--- config.mk ---
export PLATFORM = sky130hd
export DESIGN_NAME = oart_ctrl
export DESIGN_NICKNAME = d
export VERILOG_FILES = /design/src/hdl/oart_pkg.sv /design/src/hdl/oart_ctrl.sv
export SDC_FILE = /design/constraint.sdc
export NUM_CORES = 1
export LEC_CHECK = 0
export BUFFER_PORTS_ARGS = -buffer_cell sky130_fd_sc_hd__buf_2
export CORE_AREA = 2 2 39 41
export DETAILED_ROUTE_END_ITERATION = 10
export DIE_AREA = 0 0 41 43
export PLACE_DENSITY = 0.57
export SETUP_SLACK_MARGIN = 0.02
export SLEW_MARGIN = 25
export SYNTH_ARGS = -nofsm -noshare
export SYNTH_HDL_FRONTEND = slang
export SYNTH_SLANG_ARGS = --single-unit
--- constraint.sdc ---
create_clock -name clk -period 1.6 [get_ports clk]
set_clock_uncertainty 0.2 [all_clocks]
set_input_delay 0 -clock clk [delete_from_list [all_inputs] [get_ports clk]]
set_output_delay 0 -clock clk [all_outputs]
set_load 0.05 [all_outputs]
--- src/hdl/oart_pkg.sv ---
// Shared constants, codes and controller/datapath interface types for the
// open-addressed record table. No dependencies.
package oart_pkg;

  localparam int MAX_RECORDS = 1024;
  localparam int NUM_SLOTS   = 2048;
  localparam int SLOT_W      = $clog2(NUM_SLOTS);
  localparam int REC_W       = $clog2(MAX_RECORDS);
  localparam int CNT_W       = 11;
  localparam int ATT_W       = SLOT_W + 1;
  localparam int NAME_W      = 128;
  localparam int META_W      = 128;
  localparam int IN_W        = 256;
  localparam int OUT_W       = 152;
  localparam int PADDR_W     = 3;

  localparam logic [1:0] MODE_SEARCH = 2'd0;
  localparam logic [1:0] MODE_PUT    = 2'd1;
  localparam logic [1:0] MODE_REMOVE = 2'd2;
  localparam logic [1:0] MODE_CLEAR  = 2'd3;

  localparam logic [PADDR_W-1:0] ADDR_CAPACITY = 3'd0;

  typedef struct packed {
    logic load;        // capture the accepted word, start at the home slot
    logic clear_start; // zero counts, restart the sweep address
    logic sweep;       // write one empty slot and step the sweep address
    logic advance;     // move to the next probe position
    logic mark_empty;  // chain ended on an empty slot
    logic mark_hit;    // live record with the name found
    logic mark_none;   // probe bound reached
    logic commit;      // apply the operation
    logic out_load;    // move the result into the output register
  } cmd_t;

  typedef struct packed {
    logic slot_empty;
    logic rec_match;
    logic last_attempt;
    logic clr_done;
    logic out_busy;
  } sts_t;

endpackage

--- src/hdl/oart_ctrl.sv ---
// Controller state machine of the record table: sequences the clearing
// sweep, the probe loop, the commit and the result hand-off. Uses oart_pkg.
module oart_ctrl (
  input  logic          clk,
  input  logic          rst,
  input  logic          s_tvalid,
  input  logic [1:0]    in_mode,
  input  oart_pkg::sts_t sts,
  output logic          s_tready,
  output oart_pkg::cmd_t cmd
);
  import oart_pkg::*;

  localparam logic [2:0] ST_CLR       = 3'd0;
  localparam logic [2:0] ST_IDLE      = 3'd1;
  localparam logic [2:0] ST_SLOT_WAIT = 3'd2;
  localparam logic [2:0] ST_SLOT_CHK  = 3'd3;
  localparam logic [2:0] ST_REC_CHK   = 3'd4;
  localparam logic [2:0] ST_COMMIT    = 3'd5;
  localparam logic [2:0] ST_FIN       = 3'd6;

  logic [2:0] state, state_next;
  logic       reply, reply_next;
  logic       accept;

  assign s_tready = (state == ST_IDLE);
  assign accept   = s_tvalid && s_tready;

  always_comb begin
    state_next = state;
    reply_next = reply;
    cmd        = '0;
    unique case (state)
      ST_CLR: begin
        cmd.sweep = 1'b1;
        if (sts.clr_done) begin
          state_next = reply ? ST_FIN : ST_IDLE;
          reply_next = 1'b0;
        end
      end
      ST_IDLE: begin
        if (accept) begin
          cmd.load = 1'b1;
          if (in_mode == MODE_CLEAR) begin
            cmd.clear_start = 1'b1;
            reply_next      = 1'b1;
            state_next      = ST_CLR;
          end else begin
            state_next = ST_SLOT_WAIT;
          end
        end
      end
      ST_SLOT_WAIT: state_next = ST_SLOT_CHK;
      ST_SLOT_CHK: begin
        if (sts.slot_empty) begin
          cmd.mark_empty = 1'b1;
          state_next     = ST_COMMIT;
        end else begin
          state_next = ST_REC_CHK;
        end
      end
      ST_REC_CHK: begin
        if (sts.rec_match) begin
          cmd.mark_hit = 1'b1;
          state_next   = ST_COMMIT;
        end else if (sts.last_attempt) begin
          cmd.mark_none = 1'b1;
          state_next    = ST_COMMIT;
        end else begin
          cmd.advance = 1'b1;
          state_next  = ST_SLOT_WAIT;
        end
      end
      ST_COMMIT: begin
        cmd.commit = 1'b1;
        state_next = ST_FIN;
      end
      ST_FIN: begin
        if (!sts.out_busy) begin
          cmd.out_load = 1'b1;
          state_next   = ST_IDLE;
        end
      end
      default: state_next = ST_CLR;
    endcase
  end

  always_ff @(posedge clk) begin
    if (rst) begin
      state <= ST_CLR;
      reply <= 1'b0;
    end else begin
      state <= state_next;
      reply <= reply_next;
    end
  end

endmodule

; Word-level counts from Yosys, hierarchy flattened
; Cells that the tools add are included.
[word_totals]
memories = 0
reg_bits = 4
in_bits = 10
ramBits = 0
out_inout_bits = 10
latchBits = 0
rom_bits = 0
elab_cells = 47
[op_classes]
n_eq_ne = 11
n_lt_le_gt_ge = 0
addsub = 0
shifts = 0
n_mul = 0
n_div = 0
muxes = 29
bitwise = 0
reduce_logical = 5
[ops]
columns = op, count
row1 = 3-bit case mux with 7 select lines, 1
row2 = 3-bit 2-to-1 mux, 6
row3 = 1-bit 2-to-1 mux, 17
row4 = "3-bit == test, second input constant", 3
row5 = 2-bit 2-to-1 mux, 4
row6 = "3-bit by 2-bit == test with 1-bit output, second input constant", 2
row7 = "2-bit by 1-bit != test with 1-bit output, second input constant", 2
row8 = "2-bit != test, second input constant", 2
row9 = 4-bit AND reduction, 1
row10 = "3-bit by 1-bit == test with 1-bit output, second input constant", 1
row11 = 3-bit logical NOT, 1
row12 = 3-bit AND reduction, 1
row13 = "2-bit == test, second input constant", 1
row14 = 1-bit case mux with 2 select lines, 1
row15 = 2-bit nonzero test, 1
row16 = 1-bit logical AND, 1

; Logic depth before layout (Yosys ltp)
; Gate-level depths: netlist (run 1).
[logic_depth]
ltp_word = 4
ltp_mapped = 5
ltp_nobuf = 4

; Least setup slack after synthesis (run 1)
; OpenSTA, ideal clock, no wires.
[synth_timing]
kind = reg-to-output
from = register state[2]
to = output port cmd[2] (netlist name)
path_buffers = 1
setup_slack_ns = -0.768
arrival_ns = 2.168
t_required_ns = 1.400
path_stages_with_launch = 4
path_cell_list = dfxtp_1 buf_2 or3b_2 nor3b_1
[synth_rtl]
columns = element, line_no
row1 = from (decl), oart_ctrl.sv:22  ; logic [2:0] state, state_next;
row2 = from (signal assigned), oart_ctrl.sv:93  ; state <= state_next;
row3 = to (decl), oart_ctrl.sv:10  ; output oart_pkg::cmd_t cmd

==> results of run 1 <==
[synth_stat cells (all sizes together), types with 2 or more instances]
cell | number | area [um^2]
nor2b | 2 | 12.5
o21ai | 3 | 15.0
dfxtp | 4 | 80.1
or3b | 2 | 17.5
inv | 2 | 7.51
nand2b | 3 | 18.8
nor2 | 7 | 26.3
nor3 | 3 | 15.0
buf | 4 | 20.0
nand2 | 5 | 18.8
a21oi | 7 | 38.8
a21boi | 2 | 15.0
[critical path, stage by stage (launching register included)]
cell,delay [ns]
dfxtp_4,0.35
or3b_4,0.44
nor3b_4,0.19
buf_6,0.18
[registers in the layout, indices dropped and copies added (netlist names)]
signal,count
state,3
reply,1
[kinds of logic after synthesis]
family                 count (synthesis)
flip-flops                             4
AND/OR/NAND/NOR                       28
multiplexers                           1
buffers and inverters                  6
AO/OA/AOI/OAI                         16
[per-layer routing]
layer | global-route usage, % | vias to the layer above | share of wire (%)
li1 | - | 268 | -
met1 | 16.8 | 233 | 37
met2 | 24.7 | 19 | 56
met3 | 3.14 | 2 | 5.5
met4 | 10.0 | 0 | 1.3
met5 | 0 | - | 0
[where the power goes]
group / internal, W / leakage, nW / switching (W)
clock network: 0.0000839 / 0.0138 / 0.0000418
registers: 0.000108 / 0.0341 / 0.00000969
logic: 0.000118 / 0.298 / 0.000135
total: 0.000310 / 0.346 / 0.000187
[layout make-up]
cell class	instances	area [um^2]	area share, %
inverters	2	7.51	0.987
flip-flops and latches	4	86.3	11.3
multi-input cells	45	334	43.9
repair buffers	37	290	38.2
clock buffers	3	22.5	2.96
well taps	16	20.0	2.63
[path summary, 6_finish.rpt]
path / start / to / slack, ns / depth (start not counted)
setup / recovery: state[2]$_SDFFE_PP0P_ / cmd[2] / -0.0008 / 3
setup reg to reg: state[1]$_SDFFE_PP0P_ / state[1]$_SDFFE_PP0P_ / 0.02 / 4
hold reg to reg: reply$_SDFFE_PP0P_ / reply$_SDFFE_PP0P_ / 0.27 / 2
hold / removal: sts[3] / state[1]$_SDFFE_PP0P_ / 0.05 / 5
[timing repair]
action / CTS / global route
hold endpoints to repair: 4 / 0
endpoints found under the setup margin: 8 / 7
resized for setup: 14 / 8
hold buffers: 5 / 0
buffers inserted: 2 / 1
pin swaps: 5 / 2
[per-stage QoR]
stage | TNS (ns) | hold WS, ns
4_1_cts | -0.0151 | 0.0407
5_1_grt | -0.0866 | 0.0701
6_report | -0.000779 | 0.0481
3_5_place_dp | -0.0298 | 0.0114
2_1_floorplan | -0.289 | -0.137
3_3_place_gp | 0 | 0.0170
==> run summary, run 1 <==
The clock reaches the later pin of the worst-skew pair after 0.24 ns. The initial antenna violation count is 0, and the number of enable-type register cells in the synthesized netlist is 0. The adder and majority gate portion of the synthesized area was 0%; the worst-case setup slack after placement was -0.0298 ns. The max-slew violation count was 0; the number of flip-flops and latches in the synthesized netlist was 4. The combined area of all synthesized cells is 374 um^2.

The first global-routing pass estimated 1.77 mm of wire. The placer congestion estimate is 0.777. By area, the combinational part of the netlist is dominated by simple AND/OR/NAND/NOR gates. Overall power consumption after layout is estimated at 0.000497 W. The tools report the type of destination of the critical path as an output pin. The actual slew at the worst max-slew pin works out to 0.230 ns. 0 antenna diodes ended up in the layout. The area fraction in and, or, nand and nor cells after synthesis came out at 41.1%. The die is 43 um tall. Max-cap violation count: 0. The shortest clock period the worst path allows after layout was 1.60 ns; the number of warnings issued by yosys was 0.

Wires add up to 1.19 mm. Counting the fill cells in the layout gives 140. By startpoint and endpoint, the worst setup path is classified as reg2out.

The hold violation count in the final report is 0. The count of H-tree levels built during CTS came out at 1. Summing the areas of all compound-gate instances in the mapped netlist gives 27.4% of the synthesized area. For this configuration, the core starts out at a cell density of 27.0%. Counting flops with an async set or reset pin after synthesis yields a share of 0%. Category of the worst setup path launch point: a flip-flop. Counting the buffers created by CTS gives 3. The final number of setup-violating endpoints is 1, and the count of non-filler cells in the finished layout is 107. After layout, the worst path uses 100% of the clock period. Core occupancy in the finished layout: 55.0%. The instance count of the mapped netlist was 55.

The final reports fail on negative setup slack. The library cells used most frequently in the layout, excluding fill and tap cells, are buf_2 (14), buf_4 (12). The multiplexer fraction of the synthesized cell area works out to 2.68%.

In this run the standard cell core region covers 1380 um^2. STA puts the critical path data required time at 1.40 ns. At the end of the flow, the number of nets in the layout was 103. The final critical-path setup slack is -0.000779 ns. After detailed placement, the total cell area comes to 598 um^2. The ratio of total power to cell area was 654 nW/um^2; the DRC violation total after the first TritonRoute iteration was 2. The critical path arrival came out at 1.40 ns. The flow ran to the end, but the final reports show violations. The buffer depth of the longest clock path came out at 2. For the clock sink count, the log shows 4.

Summed over all nets, the half-perimeter wirelength after detailed placement is 885 um. Relative to the synthesized area, the layout overhead comes to 103%. Cell at the root of the clock tree: clkbuf_4.

Summing the sequential cell areas from Yosys gives 21.4% of the chip area. The average instance in the mapped netlist occupies 6.80 um^2. Total I/O pin count: 20. The number of placed cells counting well taps came out at 96. For the area of all placed cells without fillers, the log shows 761 um^2. Count of port buffers added during placement: 19.

The tools report the static leakage power as 0.346 nW. TritonCTS built the clock tree. The parity-gate share of the synthesized area counting xor and xnor cells came out at 0%. Most common cell after layout, fill and taps aside: buf_2. Setup repair after global routing could not meet its margin everywhere. The final routed wire length divided by cell count was 11.1 um.

Derived from the worst setup path, the maximum achievable clock frequency is 625 MHz. The logs give 0.383 mV for the worst vdd rail ir drop and 428 for the via count of the first global-routing pass. Entering global routing, the biggest net connects 15 pins. Aggregate global routing overflow: 0. The run gives 84.5% as the normalized max-slew margin. In the final layout, the share of cells above drive strength 1 is 56.0%. The via density per instance came out at 4.88. For this run, design rule violations remaining after detail routing come to 0. The worst-path maximum fanout came out at 6. Classification of the worst-slack hold path: in2reg.

The number of nets handed over by synthesis was 65. The floorplan step set the die width to 41 um. After clock tree synthesis, the clock-pin slew on the worst setup and hold paths is 0.04 ns. Global routing used 15.3% of the available tracks across all layers.

Among all flip-flop cells after synthesis, the most frequent one is dfxtp_1. For this block, the via count after detailed routing is 522. The die outline area was 1760 um^2; the unique cell type count in the Yosys netlist was 25. The pre-antenna-repair detailed-routing pass consisted of 2 iterations. For the total number of placement rows, the log shows 14.

The remaining antenna violation count was 0.
Note: power is estimated with default switching activity, not from simulation.
==> run 2: changes to the inputs <==
--- a/config.mk
+++ b/config.mk
@@ -10,6 +10,7 @@
 export DETAILED_ROUTE_END_ITERATION = 10
 export DIE_AREA = 0 0 41 43
 export PLACE_DENSITY = 0.57
+export REMOVE_ABC_BUFFERS = 1
 export SETUP_SLACK_MARGIN = 0.02
 export SLEW_MARGIN = 25
 export SYNTH_ARGS = -nofsm -noshare
==> run summary, run 2 (same netlist as run 1, synthesis figures left out) <==
The run gives 630 MHz as the maximum clock frequency. Once detail routing completed, the nets flagged for antenna violations numbered 0. After the flow finishes, the layout carries non-filler instances totaling 102. The tools report the placer congestion estimate as 0.781.

For this run, design rule violations remaining after detail routing come to 0. The clock net in this run drives a total of 4 sinks. The worst path in the final design needs a cycle of 1.59 ns, including I/O delays and setup.

The depth of the worst register-to-register path is 4. The run gives 0.0217 ns as the worst-case setup slack after placement. Across all hold checks on the routed design, the worst slack comes to 0.115 ns.

For the final routed database, the setup TNS stands at 0 ns. The initial utilization of the core area, before any placement, comes to 27.0%. The hold violation count in the final report is 0.

The worst-case IR drop observed on VDD is 0.340 mV. The longest clock path from root to sink contains 2 buffers. For the worst setup path, the data required time is 1.40 ns.

After legalization and detailed placement, the total HPWL measured 780 um. The analysis attributes to cell leakage a power of 0.310 nW. The die extent in y was 43 um. The floorplan has 14 rows. Area overhead of the layout relative to synthesis: 83.6%. TritonCTS built the clock tree. The via density per instance was 5.03.

The total chip power was 0.000469 W; the aggregate global routing overflow was 0. The clock group share of total power is 27.5%, and the worst-path maximum fanout is 7. STA classifies the critical path endpoint as an output pin. The routed design has 1.40 mm of wire.

The number of antenna diodes was 0; the via count of the first global-routing pass was 425. In the layout the commonest cells are buf_2 (14), buf_4 (7). After the first detailed-routing iteration, the DRC count stood at 12.

After detailed routing, the average wire length per cell comes to 13.7 um. Relative contribution of sequential cells to total power: 25.8%. Cells with a size suffix above 1 make up 50.0% of the layout. The logs give 20 for the total I/O pin count and 1.87 mm for the wire length of the first global-routing pass. In the global route stage, met2 resource usage came out at 24.4%. Internal power comes to 0.000283 W.

Global routing used 16.0% of the available tracks. The maximum number of pins on one net before global-route repair was 10; the combinational cell fraction of total power was 46.7%. At the pin with the least slew margin, the transition time is 0.316 ns. The filler cells instantiated in the layout total 127. The total iterations of the first detailed-routing run is 4, and the number of cells on the worst hold path is 5. The number of flip-flops in the largest register was 3.

The worst hold path belongs to the class in2reg. Leaving out fill and tap cells, the most frequent cell in the layout is buf_2. Setup repair after global routing could not meet its margin everywhere. For the met1 track utilization from global routing, the log shows 19.2%.

The worst register-to-register path has a setup slack of 0.02 ns. The clock slew seen by the registers of the worst setup and hold paths was 0.04 ns; the placeable core region was 1380 um^2. The register with the most flip-flops in the final layout is state.

Measured against its own limit, the worst slew margin works out to 78.3%. The tools report the max-cap violation count as 0. Tracing the worst setup path back leads to its startpoint at state[0]$_SDFFE_PP0P_.

For this design the ratio of total power to cell area is 683 nW/um^2. The die covers 1760 um^2. The logs give 1 for the count of H-tree levels built during CTS and 0 for the max-slew violation count.

Data arrives at the worst endpoint at 1.39 ns. Measured along the x axis, the die boundary spans 41 um. The worst hold path begins at sts[2].

For hold timing, the worst endpoint is state[1]$_SDFFE_PP0P_. The cell sitting at the root of the clock tree is a clkbuf_4. The reg-to-reg startpoint is state[2]$_SDFFE_PP0P_.

The worst setup path is of the reg2out kind. The net switching power of the design came out at 0.000186 W. The worst register-to-register path ends at state[1]$_SDFFE_PP0P_. The run gives 4.71% as the fraction of met3 tracks used by global routing. After layout, the worst path uses 99.1% of the clock period. In this run, CTS created clock tree buffers numbering 3. The worst setup path is launched from a flip-flop.

The largest registers in the layout are state: 3 flops, reply: 1 flops. The initial antenna violation count was 0. In this run the most used layer during global routing was met2. The count of port buffers added during placement came out at 19.

Setup violations remaining at the end of the flow were counted as 0. The total number of vias was 513. The final critical-path setup slack was 0.0138 ns; the final net count was 98.

The clock latency on the worst-skew pair was 0.24 ns. The flow ran to the end, and the final reports show no timing, DRC or antenna violations. Net switching is 39.8% of the power. After detailed placement, the design holds a cell count of 92.
[run 2: final cells by class]
cell class / count / area [um^2] / share of cell area, %
Multi-Input combinational cell: 45 / 312 / 45.4
Timing Repair Buffer: 32 / 236 / 34.4
Sequential cell: 4 / 88.8 / 12.9
Clock buffer: 3 / 22.5 / 3.28
Tap cell: 16 / 20.0 / 2.91
Inverter: 2 / 7.51 / 1.09
[run 2: timing repair]
item,in CTS,in global routing
hold endpoints to repair,4,0
gates resized for setup,11,16
hold buffers,5,0
endpoints found under the setup margin,6,7
buffers inserted,0,2
pin swaps,1,5
[run 2: per-stage QoR]
stage	util, %	cell area, um^2
5_1_grt	49.6	687
3_5_place_dp	37.2	514
4_1_cts	44.6	617
2_1_floorplan	-	354
3_3_place_gp	37.2	514
6_report	49.6	687
[run 2: worst max path at each step]
stage,end,slack (ns),cells past startpoint
floorplan,cmd[2],-0.74,2
CTS,cmd[2],0.01,3
finish,cmd[2],0.01,3
global route,cmd[2],-0.04,3
global placement,state[1]$_SDFFE_PP0P_,0.05,4
detailed placement,cmd[2],0.02,3
[run 2: power by group through the flow]
| stage | combinational [W] | clock, W | sequential, W |
|---|---|---|---|
| after detailed placement | 0.000180 | 0 | 0.000120 |
| final | 0.000219 | 0.000129 | 0.000121 |
| after CTS | 0.000197 | 0.000127 | 0.000120 |
| after floorplan | 0.000103 | 0 | 0.000126 |
| after global placement | 0.000180 | 0 | 0.000121 |
| after global routing | 0.000231 | 0.000146 | 0.000122 |
[run 2: critical path: stages, from the launching register on]
cell and delay, ns:
dfxtp_4 0.36, or3b_4 0.41, nor3b_4 0.19, buf_6 0.18
[run 2: layer usage]
metal | part of all wire [%] | up-vias | routed length [um]
met4 | 2.1 | 0 | 29
met5 | 0 | - | 0
li1 | - | 262 | -
met3 | 4.4 | 2 | 61
met2 | 52 | 22 | 727
met1 | 41 | 227 | 580
